File: src/rtl/emrc_pkg.sv
`timescale 1ns / 1ps
// -----------------------------------------------------------------------------
// emrc_pkg
// Types, constants and helpers shared by the MAC rewrite classifier.
// -----------------------------------------------------------------------------
package emrc_pkg;

	localparam int unsigned MAC_W = 48;
	localparam int unsigned POS_W = 11;

	localparam logic [POS_W-1:0] POS_MAX = '1;

	// region starts
	localparam logic [POS_W-1:0] POS_DST     = 11'd0;
	localparam logic [POS_W-1:0] POS_SRC     = 11'd6;
	localparam logic [POS_W-1:0] POS_ARP_SND = 11'd22;
	localparam logic [POS_W-1:0] POS_CHADDR  = 11'd70;

	// last position of minimum lengths (length - 1)
	localparam logic [POS_W-1:0] LAST_MIN_DST  = 11'd5;
	localparam logic [POS_W-1:0] LAST_MIN_SRC  = 11'd11;
	localparam logic [POS_W-1:0] LAST_ARP      = 11'd41;
	localparam logic [POS_W-1:0] LAST_MIN_DHCP = 11'd281;

	localparam logic [7:0] BOOTPS_PORT = 8'h43;
	localparam logic [7:0] BOOTPC_PORT = 8'h44;

	typedef enum logic [0:0] {
		REG_HOST_MAC  = 1'b0,
		REG_GUEST_MAC = 1'b1
	} reg_index_t;

	typedef enum logic [1:0] {
		CLS_OTHER = 2'd0,
		CLS_ARP   = 2'd1,
		CLS_DHCP  = 2'd2
	} frame_class_t;

	typedef struct packed {
		logic             patch_destination;
		logic             patch_source;
		logic             patch_arp_sender;
		logic             patch_client_hw;
		logic [MAC_W-1:0] replacement_mac;
		frame_class_t     frame_class;
	} decision_t;

	// byte k of a MAC, first byte in the top bits
	function automatic logic [7:0] mac_byte(input logic [MAC_W-1:0] mac, input logic [2:0] k);
		logic [7:0] r;
		unique case (k)
			3'd0: r = mac[47:40];
			3'd1: r = mac[39:32];
			3'd2: r = mac[31:24];
			3'd3: r = mac[23:16];
			3'd4: r = mac[15:8];
			3'd5: r = mac[7:0];
			default: r = 8'h00;
		endcase
		return r;
	endfunction

	// byte inside a 6-byte region that differs from the MAC
	function automatic logic region_miss(input logic [POS_W-1:0] pos,
			input logic [POS_W-1:0] start, input logic [MAC_W-1:0] mac,
			input logic [7:0] b);
		logic [POS_W-1:0] off;
		logic             inside_r;
		off      = pos - start;
		inside_r = (pos >= start) && (off < 11'd6);
		return inside_r && (b != mac_byte(mac, off[2:0]));
	endfunction

endpackage

File: src/rtl/emrc_byte_if.sv
`timescale 1ns / 1ps
// -----------------------------------------------------------------------------
// emrc_byte_if
// Frame byte channel: one byte with direction flag and last-byte mark.
// -----------------------------------------------------------------------------
interface emrc_byte_if;
	logic       valid;
	logic       ready;
	logic [7:0] data_byte;
	logic       outbound;
	logic       frame_end;

	modport source (output valid, output data_byte, output outbound, output frame_end,
		input ready);
	modport sink (input valid, input data_byte, input outbound, input frame_end,
		output ready);
endinterface

File: src/rtl/emrc_dec_if.sv
`timescale 1ns / 1ps
// -----------------------------------------------------------------------------
// emrc_dec_if
// Decision channel: patch flags, replacement MAC and frame class.
// -----------------------------------------------------------------------------
interface emrc_dec_if;
	logic        valid;
	logic        ready;
	logic        patch_destination;
	logic        patch_source;
	logic        patch_arp_sender;
	logic        patch_client_hw;
	logic [47:0] replacement_mac;
	logic [1:0]  frame_class;

	modport source (output valid, output patch_destination, output patch_source,
		output patch_arp_sender, output patch_client_hw, output replacement_mac,
		output frame_class, input ready);
	modport sink (input valid, input patch_destination, input patch_source,
		input patch_arp_sender, input patch_client_hw, input replacement_mac,
		input frame_class, output ready);
endinterface

File: src/rtl/ethernet_mac_rewrite_classifier_top.sv
`timescale 1ns / 1ps
// -----------------------------------------------------------------------------
// ethernet_mac_rewrite_classifier_top
// Classifies an Ethernet frame byte by byte and emits one MAC rewrite
// decision per frame.
// -----------------------------------------------------------------------------
// Takes one frame byte per clock unless stalled, back to back, with frames
// following each other without gaps. Each byte is registered, then folded into
// the frame's match state; a frame's decision is loaded into the output
// register as its last byte leaves the input register. Input stalls only while
// a decision waits and the registered byte is a last byte. The user must write
// host_mac and guest_mac through cfg while idle; the block does not enforce it.
module ethernet_mac_rewrite_classifier_top
	import emrc_pkg::*;
(
	input  logic             clk,
	input  logic             arst_n,
	input  logic             cfg_we,
	input  logic [0:0]       cfg_index,
	input  logic [MAC_W-1:0] cfg_data,
	emrc_byte_if.sink        byte_ch,
	emrc_dec_if.source       decision_ch
);

	logic [MAC_W-1:0] host_mac_q, guest_mac_q;

	logic       vld_s1;
	logic [7:0] byte_s1;
	logic       outb_s1;
	logic       end_s1;

	logic       advance;
	logic       load;
	decision_t  dec;
	decision_t  dec_q;
	logic       out_vld_q;

	always_ff @(posedge clk or negedge arst_n) begin
		if (!arst_n) begin
			host_mac_q  <= '0;
			guest_mac_q <= '0;
		end else if (cfg_we) begin
			unique case (reg_index_t'(cfg_index))
				REG_HOST_MAC:  host_mac_q  <= cfg_data;
				REG_GUEST_MAC: guest_mac_q <= cfg_data;
				default: begin end
			endcase
		end
	end

	assign advance       = vld_s1 && (!end_s1 || !out_vld_q || decision_ch.ready);
	assign load          = advance && end_s1;
	assign byte_ch.ready = !vld_s1 || advance;

	always_ff @(posedge clk or negedge arst_n) begin
		if (!arst_n) begin
			vld_s1 <= 1'b0;
		end else if (byte_ch.ready) begin
			vld_s1 <= byte_ch.valid;
		end
	end

	always_ff @(posedge clk) begin
		if (byte_ch.valid && byte_ch.ready) begin
			byte_s1 <= byte_ch.data_byte;
			outb_s1 <= byte_ch.outbound;
			end_s1  <= byte_ch.frame_end;
		end
	end

	emrc_scan u_scan (
		.clk       (clk),
		.arst_n    (arst_n),
		.step      (advance),
		.data_byte (byte_s1),
		.outbound  (outb_s1),
		.frame_end (end_s1),
		.host_mac  (host_mac_q),
		.guest_mac (guest_mac_q),
		.decision  (dec)
	);

	always_ff @(posedge clk or negedge arst_n) begin
		if (!arst_n) begin
			out_vld_q <= 1'b0;
		end else if (load) begin
			out_vld_q <= 1'b1;
		end else if (decision_ch.ready) begin
			out_vld_q <= 1'b0;
		end
	end

	always_ff @(posedge clk) begin
		if (load) begin
			dec_q <= dec;
		end
	end

	assign decision_ch.valid             = out_vld_q;
	assign decision_ch.patch_destination = dec_q.patch_destination;
	assign decision_ch.patch_source      = dec_q.patch_source;
	assign decision_ch.patch_arp_sender  = dec_q.patch_arp_sender;
	assign decision_ch.patch_client_hw   = dec_q.patch_client_hw;
	assign decision_ch.replacement_mac   = dec_q.replacement_mac;
	assign decision_ch.frame_class       = dec_q.frame_class;

	a_load_shows: assert property (@(posedge clk) disable iff (!arst_n)
		load |=> out_vld_q)
		else $error("decision load did not raise valid");

	a_no_overrun: assert property (@(posedge clk) disable iff (!arst_n)
		(vld_s1 && end_s1 && out_vld_q && !decision_ch.ready) |-> !byte_ch.ready)
		else $error("byte taken while last byte is stalled");

	a_one_side: assert property (@(posedge clk) disable iff (!arst_n)
		out_vld_q |-> !(dec_q.patch_destination && dec_q.patch_source))
		else $error("destination and source patched in one frame");

	a_arp_patch: assert property (@(posedge clk) disable iff (!arst_n)
		(out_vld_q && dec_q.patch_arp_sender) |-> (dec_q.frame_class == CLS_ARP))
		else $error("ARP sender patched on a non-ARP frame");

	a_chw_dhcp: assert property (@(posedge clk) disable iff (!arst_n)
		(out_vld_q && dec_q.patch_client_hw) |-> (dec_q.frame_class == CLS_DHCP))
		else $error("client address patched on a non-DHCP frame");

endmodule

File: src/rtl/emrc_scan.sv
`timescale 1ns / 1ps
// -----------------------------------------------------------------------------
// emrc_scan
// Per-frame match state; folds in one byte per step and forms the decision
// for the last byte of a frame.
// -----------------------------------------------------------------------------
module emrc_scan
	import emrc_pkg::*;
(
	input  logic             clk,
	input  logic             arst_n,
	input  logic             step,
	input  logic [7:0]       data_byte,
	input  logic             outbound,
	input  logic             frame_end,
	input  logic [MAC_W-1:0] host_mac,
	input  logic [MAC_W-1:0] guest_mac,
	output decision_t        decision
);

	logic [POS_W-1:0] pos_q;
	logic             dir_q;
	logic             fb_low_q;
	logic             dst_q, all1_q, src_q, arp_snd_q, chw_q, arp_ok_q, dhcp_ok_q, cookie_q;

	logic             outb, fb_low;
	logic             dst_n, all1_n, src_n, arp_snd_n, chw_n, arp_ok_n, dhcp_ok_n, cookie_n;
	logic             arp_hit, dhcp_hit, ck_hit;
	logic [7:0]       arp_exp, dhcp_exp, ck_exp;
	logic             is_arp, is_dhcp, lowbit;

	assign outb   = (pos_q == '0) ? outbound : dir_q;
	assign fb_low = (pos_q == '0) ? data_byte[0] : fb_low_q;

	always_comb begin
		arp_hit  = 1'b0;
		arp_exp  = 8'h00;
		dhcp_hit = 1'b0;
		dhcp_exp = 8'h00;
		ck_hit   = 1'b0;
		ck_exp   = 8'h00;
		unique case (pos_q)
			11'd12: begin
				arp_hit = 1'b1; arp_exp = 8'h08; dhcp_hit = 1'b1; dhcp_exp = 8'h08;
			end
			11'd13: begin
				arp_hit = 1'b1; arp_exp = 8'h06; dhcp_hit = 1'b1; dhcp_exp = 8'h00;
			end
			11'd14: begin
				arp_hit = 1'b1; arp_exp = 8'h00; dhcp_hit = 1'b1; dhcp_exp = 8'h45;
			end
			11'd15: begin arp_hit = 1'b1; arp_exp = 8'h01; end
			11'd16: begin arp_hit = 1'b1; arp_exp = 8'h08; end
			11'd17: begin arp_hit = 1'b1; arp_exp = 8'h00; end
			11'd18: begin arp_hit = 1'b1; arp_exp = 8'h06; end
			11'd19: begin arp_hit = 1'b1; arp_exp = 8'h04; end
			11'd23: begin dhcp_hit = 1'b1; dhcp_exp = 8'h11; end
			11'd34: begin dhcp_hit = 1'b1; dhcp_exp = 8'h00; end
			11'd35: begin
				dhcp_hit = 1'b1; dhcp_exp = outb ? BOOTPC_PORT : BOOTPS_PORT;
			end
			11'd36: begin dhcp_hit = 1'b1; dhcp_exp = 8'h00; end
			11'd37: begin
				dhcp_hit = 1'b1; dhcp_exp = outb ? BOOTPS_PORT : BOOTPC_PORT;
			end
			11'd43: begin dhcp_hit = 1'b1; dhcp_exp = 8'h01; end
			11'd44: begin dhcp_hit = 1'b1; dhcp_exp = 8'h06; end
			11'd278: begin ck_hit = 1'b1; ck_exp = 8'h63; end
			11'd279: begin ck_hit = 1'b1; ck_exp = 8'h82; end
			11'd280: begin ck_hit = 1'b1; ck_exp = 8'h53; end
			11'd281: begin ck_hit = 1'b1; ck_exp = 8'h63; end
			default: begin end
		endcase
	end

	assign dst_n     = dst_q     & ~region_miss(pos_q, POS_DST, host_mac, data_byte);
	assign all1_n    = all1_q    & ~((pos_q < 11'd6) && (data_byte != 8'hff));
	assign src_n     = src_q     & ~region_miss(pos_q, POS_SRC, guest_mac, data_byte);
	assign arp_snd_n = arp_snd_q & ~region_miss(pos_q, POS_ARP_SND, guest_mac, data_byte);
	assign chw_n     = chw_q     & ~region_miss(pos_q, POS_CHADDR,
		outb ? guest_mac : host_mac, data_byte);
	assign arp_ok_n  = arp_ok_q  & ~(arp_hit && (data_byte != arp_exp));
	assign dhcp_ok_n = dhcp_ok_q & ~(dhcp_hit && (data_byte != dhcp_exp));
	assign cookie_n  = cookie_q  & ~(ck_hit && (data_byte != ck_exp));

	assign is_arp  = (pos_q == LAST_ARP) && arp_ok_n;
	assign is_dhcp = (pos_q >= LAST_MIN_DHCP) && dhcp_ok_n && cookie_n;

	always_comb begin
		decision                 = '0;
		decision.replacement_mac = outb ? host_mac : guest_mac;
		decision.frame_class     = is_arp ? CLS_ARP : CLS_OTHER;
		lowbit                   = 1'b0;
		if (!outb) begin
			decision.patch_destination = (pos_q >= LAST_MIN_DST) && dst_n;
			lowbit = decision.patch_destination ? guest_mac[40] : fb_low;
			if (!lowbit && is_dhcp) begin
				decision.frame_class     = CLS_DHCP;
				decision.patch_client_hw = chw_n;
			end
		end else begin
			decision.patch_source = (pos_q >= LAST_MIN_SRC) && src_n;
			if (is_arp) begin
				decision.patch_arp_sender = arp_snd_n;
			end else if ((pos_q >= LAST_MIN_DST) && all1_n && is_dhcp) begin
				decision.frame_class     = CLS_DHCP;
				decision.patch_client_hw = chw_n;
			end
		end
	end

	always_ff @(posedge clk or negedge arst_n) begin
		if (!arst_n) begin
			pos_q     <= '0;
			dir_q     <= 1'b0;
			fb_low_q  <= 1'b0;
			dst_q     <= 1'b1;
			all1_q    <= 1'b1;
			src_q     <= 1'b1;
			arp_snd_q <= 1'b1;
			chw_q     <= 1'b1;
			arp_ok_q  <= 1'b1;
			dhcp_ok_q <= 1'b1;
			cookie_q  <= 1'b1;
		end else if (step) begin
			if (frame_end) begin
				pos_q     <= '0;
				dir_q     <= 1'b0;
				fb_low_q  <= 1'b0;
				dst_q     <= 1'b1;
				all1_q    <= 1'b1;
				src_q     <= 1'b1;
				arp_snd_q <= 1'b1;
				chw_q     <= 1'b1;
				arp_ok_q  <= 1'b1;
				dhcp_ok_q <= 1'b1;
				cookie_q  <= 1'b1;
			end else begin
				if (pos_q != POS_MAX) begin
					pos_q <= pos_q + 11'd1;
				end
				dir_q     <= outb;
				fb_low_q  <= fb_low;
				dst_q     <= dst_n;
				all1_q    <= all1_n;
				src_q     <= src_n;
				arp_snd_q <= arp_snd_n;
				chw_q     <= chw_n;
				arp_ok_q  <= arp_ok_n;
				dhcp_ok_q <= dhcp_ok_n;
				cookie_q  <= cookie_n;
			end
		end
	end

endmodule
File: src/flat_wrapper.sv
// flat-port wrapper written by rule: the top's interface ports become plain ports
module ethernet_mac_rewrite_classifier_top_flat import emrc_pkg::*;
  (clk, arst_n, cfg_we, cfg_index, cfg_data, byte_ch_valid, byte_ch_data_byte, byte_ch_outbound, byte_ch_frame_end, byte_ch_ready, decision_ch_valid, decision_ch_patch_destination, decision_ch_patch_source, decision_ch_patch_arp_sender, decision_ch_patch_client_hw, decision_ch_replacement_mac, decision_ch_frame_class, decision_ch_ready);
  emrc_byte_if byte_ch_i ();
  emrc_dec_if decision_ch_i ();
  input  logic clk;
  input  logic arst_n;
  input  logic cfg_we;
  input  logic [0:0] cfg_index;
  input  logic [MAC_W-1:0] cfg_data;
  input wire logic [$bits(byte_ch_i.valid)-1:0] byte_ch_valid;
  input wire logic [$bits(byte_ch_i.data_byte)-1:0] byte_ch_data_byte;
  input wire logic [$bits(byte_ch_i.outbound)-1:0] byte_ch_outbound;
  input wire logic [$bits(byte_ch_i.frame_end)-1:0] byte_ch_frame_end;
  output wire logic [$bits(byte_ch_i.ready)-1:0] byte_ch_ready;
  output wire logic [$bits(decision_ch_i.valid)-1:0] decision_ch_valid;
  output wire logic [$bits(decision_ch_i.patch_destination)-1:0] decision_ch_patch_destination;
  output wire logic [$bits(decision_ch_i.patch_source)-1:0] decision_ch_patch_source;
  output wire logic [$bits(decision_ch_i.patch_arp_sender)-1:0] decision_ch_patch_arp_sender;
  output wire logic [$bits(decision_ch_i.patch_client_hw)-1:0] decision_ch_patch_client_hw;
  output wire logic [$bits(decision_ch_i.replacement_mac)-1:0] decision_ch_replacement_mac;
  output wire logic [$bits(decision_ch_i.frame_class)-1:0] decision_ch_frame_class;
  input wire logic [$bits(decision_ch_i.ready)-1:0] decision_ch_ready;
  assign byte_ch_i.valid = byte_ch_valid;
  assign byte_ch_i.data_byte = byte_ch_data_byte;
  assign byte_ch_i.outbound = byte_ch_outbound;
  assign byte_ch_i.frame_end = byte_ch_frame_end;
  assign byte_ch_ready = byte_ch_i.ready;
  assign decision_ch_valid = decision_ch_i.valid;
  assign decision_ch_patch_destination = decision_ch_i.patch_destination;
  assign decision_ch_patch_source = decision_ch_i.patch_source;
  assign decision_ch_patch_arp_sender = decision_ch_i.patch_arp_sender;
  assign decision_ch_patch_client_hw = decision_ch_i.patch_client_hw;
  assign decision_ch_replacement_mac = decision_ch_i.replacement_mac;
  assign decision_ch_frame_class = decision_ch_i.frame_class;
  assign decision_ch_i.ready = decision_ch_ready;
  ethernet_mac_rewrite_classifier_top u_core (.clk(clk), .arst_n(arst_n), .cfg_we(cfg_we), .cfg_index(cfg_index), .cfg_data(cfg_data), .byte_ch(byte_ch_i), .decision_ch(decision_ch_i));
endmodule
File: config.mk
export PLATFORM = sky130hd
export DESIGN_NAME = ethernet_mac_rewrite_classifier_top_flat
export DESIGN_NICKNAME = d
export VERILOG_FILES = /design/src/rtl/emrc_pkg.sv /design/src/rtl/emrc_byte_if.sv /design/src/rtl/emrc_dec_if.sv /design/src/rtl/ethernet_mac_rewrite_classifier_top.sv /design/src/rtl/emrc_scan.sv /design/src/flat_wrapper.sv
export SDC_FILE = /design/constraint.sdc
export NUM_CORES = 1
export LEC_CHECK = 0
export CORE_MARGIN = 1.5
export CORE_UTILIZATION = 40
export CTS_BUF_LIST = sky130_fd_sc_hd__clkbuf_8
export DETAILED_ROUTE_END_ITERATION = 12
export DONT_BUFFER_PORTS = 1
export PLACE_DENSITY = 0.59
export SLEW_MARGIN = 20
export SYNTH_ARGS = -nofsm -noshare
export SYNTH_HDL_FRONTEND = slang
export SYNTH_SLANG_ARGS = --single-unit
File: constraint.sdc
create_clock -name clk -period 5.85 [get_ports clk]
set_input_delay 1.17 -clock clk [delete_from_list [all_inputs] [get_ports clk]]
set_output_delay 1.17 -clock clk [all_outputs]
set_load 0.005 [all_outputs]
==> impl_metrics.csv, run 1 <==
group,metric,value,unit
status,status,"finished, final reports clean",
layout,final_cells,1231,
placement,place_area,0.00999,mm²
detailed_routing,wl_per_cell,23.1,µm
setup_path,reg2reg_setup_slack,2.06,ns
detailed_routing,drt_iter0_drc,769,
grt,grt_pass1_vias,7018,
sta,fin_crit,3.79,ns
grt,antenna_found_initial,0,
grt,grt_overflow,0,
sta,relSlewSlack,24.2,%
placement,pre_cts_ws,2.09,ns
detailed_routing,dr_total_vias,7423,
detailed_routing,drtPass1Iterations,7,
pwr,ir_worst_vdd,0.171,mV
layout,area.growth.synth_to_final,6.03,%
sta,timing.fmax,264,MHz
layout,nets,969,
setup_path,cp-end-kind,"flop",
yosys,ys_seq_area_share,50.2,%
setup_path,rr_startpoint,"u_core.u_scan.pos_q[1]",
setup_path,path_class,"flop to flop",
run,cap_violations,0,
pwr,p_comb_share,27.6,%
clock_tree,clock_path_buffers,2,
layout,drive_gt1_share,18.6,%
setup_path,cp-start-kind,"flop",
setup_path,crit_arrival,4.11,ns
yosys,ys.flop_type,"dfrtp_1",
clock_tree,clkLatencyLatePin,0.48,ns
clock_tree,cts_setup_buffers,0,
yosys,synth_nets,1009,
detailed_routing,drc,0,
yosys,ys_types,75,
sta,drv_slew,0,
die,io_pins,120,
setup_path,worstPathRequired,6.17,ns
die,die_x,159,µm
yosys,syn_area_per_cell,10.5,µm²
setup_path,crit_path_max_fanout,23,
clock_tree,cts-resized-gates,0,
yosys,synth_warnings,0,
yosys,synthArstFlopShare,65.0,%
detailed_routing,viasPerCell,6.03,
sta,period_share,64.8,%
placement,io_buffer_count,0,
sta,worst_pin_slew,1.13,ns
placement,place.gp.congestion,0.917,
yosys,ys_ff_latch,183,
grt,grt_first_pass_wirelength,43900,µm
placement,placed_cells,1199,
pwr,p_leak,4.09,nW
layout,antenna-diode-count,0,
clock_tree,cts_made_buffers,17,
pwr,p_sw_share,35.8,%
clock_tree,htreeDepth,4,
setup_path,r2r_end,"u_core.decision_ch.patch_source",
layout,final_cell_mix,"nand2_1 (197), dfrtp_1 (111), mux2_2 (102)",
yosys,syn_area,0.00977,mm²
yosys,netlist_instances,934,
clock_tree,clkSlewWorstSetupHoldPaths,0.10,ns
pwr,p_switching,0.00126,W
die,core,0.0242,mm²
detailed_routing,postRouteWirelength,28500,µm
worst_hold_path,hold_class,"input pin to async pin",
sta,hold_viol,0,
setup_path,reg2regPathDepth,9,
grt,grt_use_total,22.6,%
yosys,synth_edf_count,64,
sta,fin_worst_skew,0.0143,ns
placement,dp_hpwl,19800,µm
clock_tree,postCtsHoldBufs,0,
layout,finalInstanceArea,0.0104,mm²
layout,final_common_cell,"nand2_1",
clock_tree,cts_tree,"done",
clock_tree,clock_sinks,183,
detailed_routing,ant_nets,0,
die,std_cell_rows,57,
pwr,power_frac_clock,23.9,%
sta,holdWs,0.387,ns
sta,setup_tns,0,ns
sta,finalSetupViolCount,0,
grt,grt_max_degree,120,
pwr,power_density,340,mW/mm²
die,fp.dieH,159,µm
die,start_util,40.4,%
sta,rsz0062_at_grt,"no",
clock_tree,cts-root-buf,"clkbuf_8",
sta,setup_ws,2.06,ns
pwr,pwr-share-seq,48.5,%
pwr,internal_power,0.00226,W
die,die_area,0.0254,mm²
[logic make-up after synthesis]
group,share of synthesized area [%]
buffers and inverters,3.56
multiplexers,13.3
AO/OA/AOI/OAI,13.6
adder cells (fa/ha/maj),1.41
XOR/XNOR,2.24
flip-flops,50.2
AND/OR/NAND/NOR,15.7
[power groups by stage]
| stage | clock network (W) | logic (W) | registers (W) |
|---|---|---|---|
| final | 0.000842 | 0.000974 | 0.00171 |
| after global routing | 0.000910 | 0.00107 | 0.00173 |
| after CTS | 0.000862 | 0.000963 | 0.00170 |
| after detailed placement | 0 | 0.000956 | 0.00173 |
| after global placement | 0 | 0.000949 | 0.00173 |
| after floorplan | 0 | 0.000753 | 0.00164 |
[synthesized netlist by cell type (5+ instances only)]
| cell type | n | area share [%] |
|---|---|---|
| nand2_1 | 198 | 7.6 |
| dfrtp_1 | 111 | 28 |
| mux2_2 | 102 | 12 |
| edfxtp_1 | 64 | 20 |
| clkbuf_1 | 42 | 1.6 |
| a22oi_1 | 40 | 3.1 |
| nor2_1 | 30 | 1.2 |
| nand3_1 | 24 | 1.2 |
| o21ai_0 | 23 | 1.2 |
| a21oi_1 | 21 | 1.1 |
| xnor2_1 | 18 | 1.6 |
| inv_1 | 17 | 0.65 |
| nand4_1 | 15 | 0.96 |
| buf_1 | 14 | 0.54 |
| a221oi_1 | 12 | 1.1 |
| mux2i_1 | 12 | 1.2 |
| and3_1 | 11 | 0.70 |
| buf_2 | 11 | 0.56 |
| ha_1 | 11 | 1.4 |
| or3_1 | 9 | 0.58 |
| a221o_1 | 8 | 0.82 |
| a31oi_1 | 8 | 0.51 |
| dfstp_2 | 8 | 2.2 |
| nor2b_1 | 8 | 0.51 |
| nor3_1 | 7 | 0.36 |
| nor4_1 | 7 | 0.45 |
| xor2_1 | 7 | 0.63 |
| a31o_2 | 6 | 0.54 |
| o22ai_1 | 6 | 0.38 |
| a2111oi_0 | 5 | 0.45 |
| a211oi_1 | 5 | 0.38 |
| a22o_1 | 5 | 0.45 |
| and2_1 | 5 | 0.32 |
[sequential cells by signal, summed over array words and instances (netlist names), 2 cells and up]
register / count
u_core.decision_ch.replacement_mac: 48
u_core.guest_mac_q: 48
u_core.byte_s1: 8
u_core.decision_ch.frame_class: 2
u_core.host_mac_q: 48
u_core.u_scan.pos_q: 11
[worst max-delay path by stage]
stage / start / depth (start not counted) / end
2_1_floorplan: decision_ch_ready / 5 / u_core.decision_ch.frame_class[0]
3_3_place_gp: u_core.u_scan.pos_q[1] / 9 / u_core.decision_ch.patch_source
3_5_place_dp: u_core.u_scan.pos_q[1] / 9 / u_core.decision_ch.patch_source
4_1_cts: u_core.u_scan.pos_q[1] / 9 / u_core.decision_ch.patch_source
5_1_grt: u_core.u_scan.pos_q[1] / 9 / u_core.decision_ch.patch_arp_sender
6_report: u_core.u_scan.pos_q[1] / 9 / u_core.decision_ch.patch_source
[layout make-up]
cell class / instances / area (µm²)
clock buffer: 18 / 248
clock inverter: 14 / 126
fill: 2301 / 13800
inverter: 19 / 71.3
multi-input combinational: 664 / 4530
sequential: 183 / 4910
tap: 324 / 405
timing repair buffer: 9 / 67.6
[routing by layer]
layer	up-vias	wire length, µm	GRT usage [%]
met5	-	0	0
met4	0	302	5.45
met3	32	2560	5.57
met2	372	12500	33.5
met1	3678	13100	33.1
li1	3341	-	-
[worst max-delay path, cell delays in order (launching register included)]
cell       delay, ns
dfrtp_1         0.49
inv_1           0.20
ha_1            0.50
inv_1           0.60
a221oi_1        0.13
a31o_2          0.27
or2_2           0.28
a2111oi_0       0.77
a211oi_1        0.19
nor3_1          0.22
[stage by stage]
step	utilization (%)	power (W)
after floorplan	-	0.00239
after global placement	41.3	0.00268
after detailed placement	41.3	0.00268
after CTS	42.9	0.00353
after global routing	42.9	0.00370
final	42.9	0.00352
Power figures use the tool's default switching activity.
==> inputs of run 2 (changes only) <==
--- a/config.mk
+++ b/config.mk
@@ -10,7 +10,7 @@
 export CTS_BUF_LIST = sky130_fd_sc_hd__clkbuf_8
 export DETAILED_ROUTE_END_ITERATION = 12
 export DONT_BUFFER_PORTS = 1
-export PLACE_DENSITY = 0.59
+export PLACE_DENSITY = 0.61
 export SLEW_MARGIN = 20
 export SYNTH_ARGS = -nofsm -noshare
 export SYNTH_HDL_FRONTEND = slang
==> constraint.sdc (replaced) <==
create_clock -name clk -period 3.4 [get_ports clk]
set_input_delay 0.68 -clock clk [delete_from_list [all_inputs] [get_ports clk]]
set_output_delay 0.68 -clock clk [all_outputs]
set_load 0.005 [all_outputs]
==> impl_metrics.csv, run 2 (synthesized netlist as in run 1, its figures left out) <==
group,metric,value,unit
grt,grt_pass1_vias,7235,
setup_path,crit_path_max_fanout,12,
layout,drive_gt1_share,22.2,%
setup_path,path_class,"flop to flop",
clock_tree,clkSlewWorstSetupHoldPaths,0.11,ns
die,die_area,0.0254,mm²
sta,rsz0062_at_grt,"no",
clock_tree,cts_setup_buffers,0,
pwr,ir_worst_vdd,0.218,mV
setup_path,worstPathRequired,3.70,ns
setup_path,crit_arrival,3.49,ns
placement,io_buffer_count,0,
detailed_routing,wl_per_cell,23.3,µm
layout,nets,1006,
grt,antenna_found_initial,0,
setup_path,cp_slowest_stage_delay,0.51,ns
sta,timing.fmax,314,MHz
setup_path,critPathLaunch,"u_core.u_scan.pos_q[1]",
die,fp.dieH,159,µm
pwr,p_leak,4.28,nW
clock_tree,clkLatencyLatePin,0.49,ns
setup_path,cp_slowest_cell,"dfrtp_1",
sta,period_share,93.8,%
die,std_cell_rows,57,
run,cap_violations,0,
sta,relSlewSlack,46.0,%
clock_tree,clock_sinks,183,
die,die_x,159,µm
sta,fin_worst_skew,0.0273,ns
setup_path,reg2regPathDepth,10,
setup_path,reg2reg_setup_slack,0.21,ns
sta,drv_slew,0,
clock_tree,cts_tree,"done",
detailed_routing,ant_nets,0,
worst_hold_path,hold_class,"input pin to async pin",
detailed_routing,met2WireLength,12900,µm
sta,finalSetupViolCount,0,
setup_path,cp-start-kind,"flop",
layout,final_cell_mix,"nand2_1 (197), dfrtp_1 (111), mux2_2 (102)",
sta,hold_viol,0,
sta,setup_tns,0,ns
setup_path,cpMostUsedCell,"inv_1",
detailed_routing,dr_total_vias,7527,
grt,grt_first_pass_wirelength,45100,µm
placement,dp_hpwl,21400,µm
pwr,power_density,586,mW/mm²
detailed_routing,drt_iter0_drc,887,
sta,worst_pin_slew,0.811,ns
placement,place.gp.congestion,0.978,
setup_path,timing.critical_path.to,"u_core.decision_ch.patch_arp_sender",
grt,grt_overflow,0,
detailed_routing,met3_wirelength,2430,µm
layout,final_common_cell,"nand2_1",
clock_tree,cts_made_buffers,17,
grt,grt_use_total,23.5,%
status,status,"finished, final reports clean",
layout,antenna-diode-count,0,
clock_tree,clock_path_buffers,2,
detailed_routing,viasPerCell,5.94,
clock_tree,cts-root-buf,"clkbuf_8",
pwr,finalPower,0.00627,W
detailed_routing,top_layer,"met4",
setup_path,cp_cell_sequence,"inv_1, ha_1, inv_1, buf_4, a221oi_1, a31o_2, xnor2_1, nor4_1, a211oi_1, nor3_1",
die,start_util,40.4,%
setup_path,cp-end-kind,"flop",
grt,grt_max_degree,112,
detailed_routing,drtPass1Iterations,5,
clock_tree,htreeDepth,4,
sta,fin_crit,3.19,ns
detailed_routing,drt-met1-wl,13600,µm
detailed_routing,drc,0,
detailed_routing,postRouteWirelength,29500,µm
die,core,0.0242,mm²
setup_path,r2r_end,"u_core.decision_ch.patch_arp_sender",
layout,area.growth.synth_to_final,9.58,%
setup_path,rr_startpoint,"u_core.u_scan.pos_q[1]",
die,io_pins,120,
==> run 2: cell count changes in the layout (fill, tap and decap cells not counted), sizes merged <==
cell	change
bufinv	-1
clkinv	-1
inv	+1
buf	+37
clkinvlp	+1
==> run 2: area by class of cell <==
type	count	area [µm²]
clock buffer	18	248
clock inverter	14	158
fill	2254	13500
inverter	19	71.3
multi-input combinational	664	4540
sequential	183	4910
tap	324	405
timing repair buffer	46	378
==> run 2: worst min-delay path by stage <==
stage,slack (ns),startpoint,to,depth (start not counted)
after global placement,0.40,arst_n,u_core.host_mac_q[15],0
final,0.04,arst_n,u_core.u_scan.dhcp_ok_q,0
after detailed placement,0.40,arst_n,u_core.host_mac_q[15],0
after CTS,0.006,arst_n,u_core.u_scan.dhcp_ok_q,0
after floorplan,0.38,arst_n,u_core.decision_ch.valid,0
after global routing,0.001,arst_n,u_core.u_scan.dhcp_ok_q,0
==> run 2: power breakdown <==
group          switching [W]  internal (W)  total (W)
combinational        0.00109      0.000756    0.00184
sequential          0.000305       0.00262    0.00292
clock               0.000934      0.000576    0.00151
==> run 2: what timing repair did <==
| action | in CTS | in global routing |
|---|---|---|
| hold buffers | 1 | 0 |
| resized for setup | 0 | 2 |
| setup endpoints to repair | 0 | 4 |
| hold endpoints to repair | 111 | 0 |
==> run 2: per-layer routing <==
layer,track usage (%),vias to the layer above
met5,0,-
met4,7.42,0
met3,5.94,36
met2,34.3,319
met1,34.0,3746
li1,-,3426
==> run 2: worst max-delay path: cells and delay by family, from the launching register on <==
family,cells,cell delay [ns]
compound gates,3,0.50
xor+xnor,1,0.13
fa+ha+maj,1,0.39
buf+inv,3,0.76
flops,1,0.51
simple gates,2,0.71
==> run 2: stage by stage <==
step | hold WS (ns) | cells | utilization, % | cell area, µm² | setup slack (ns)
global placement | 0.396 | 1235 | 42.5 | 10300 | 0.244
global route | 0.00126 | 1268 | 44.3 | 10700 | 0.0292
CTS | 0.00614 | 1268 | 44.3 | 10700 | 0.168
floorplan | 0.384 | 934 | - | 9770 | 0.137
finish | 0.0380 | 1268 | 44.3 | 10700 | 0.211
detailed placement | 0.395 | 1235 | 42.5 | 10300 | 0.214
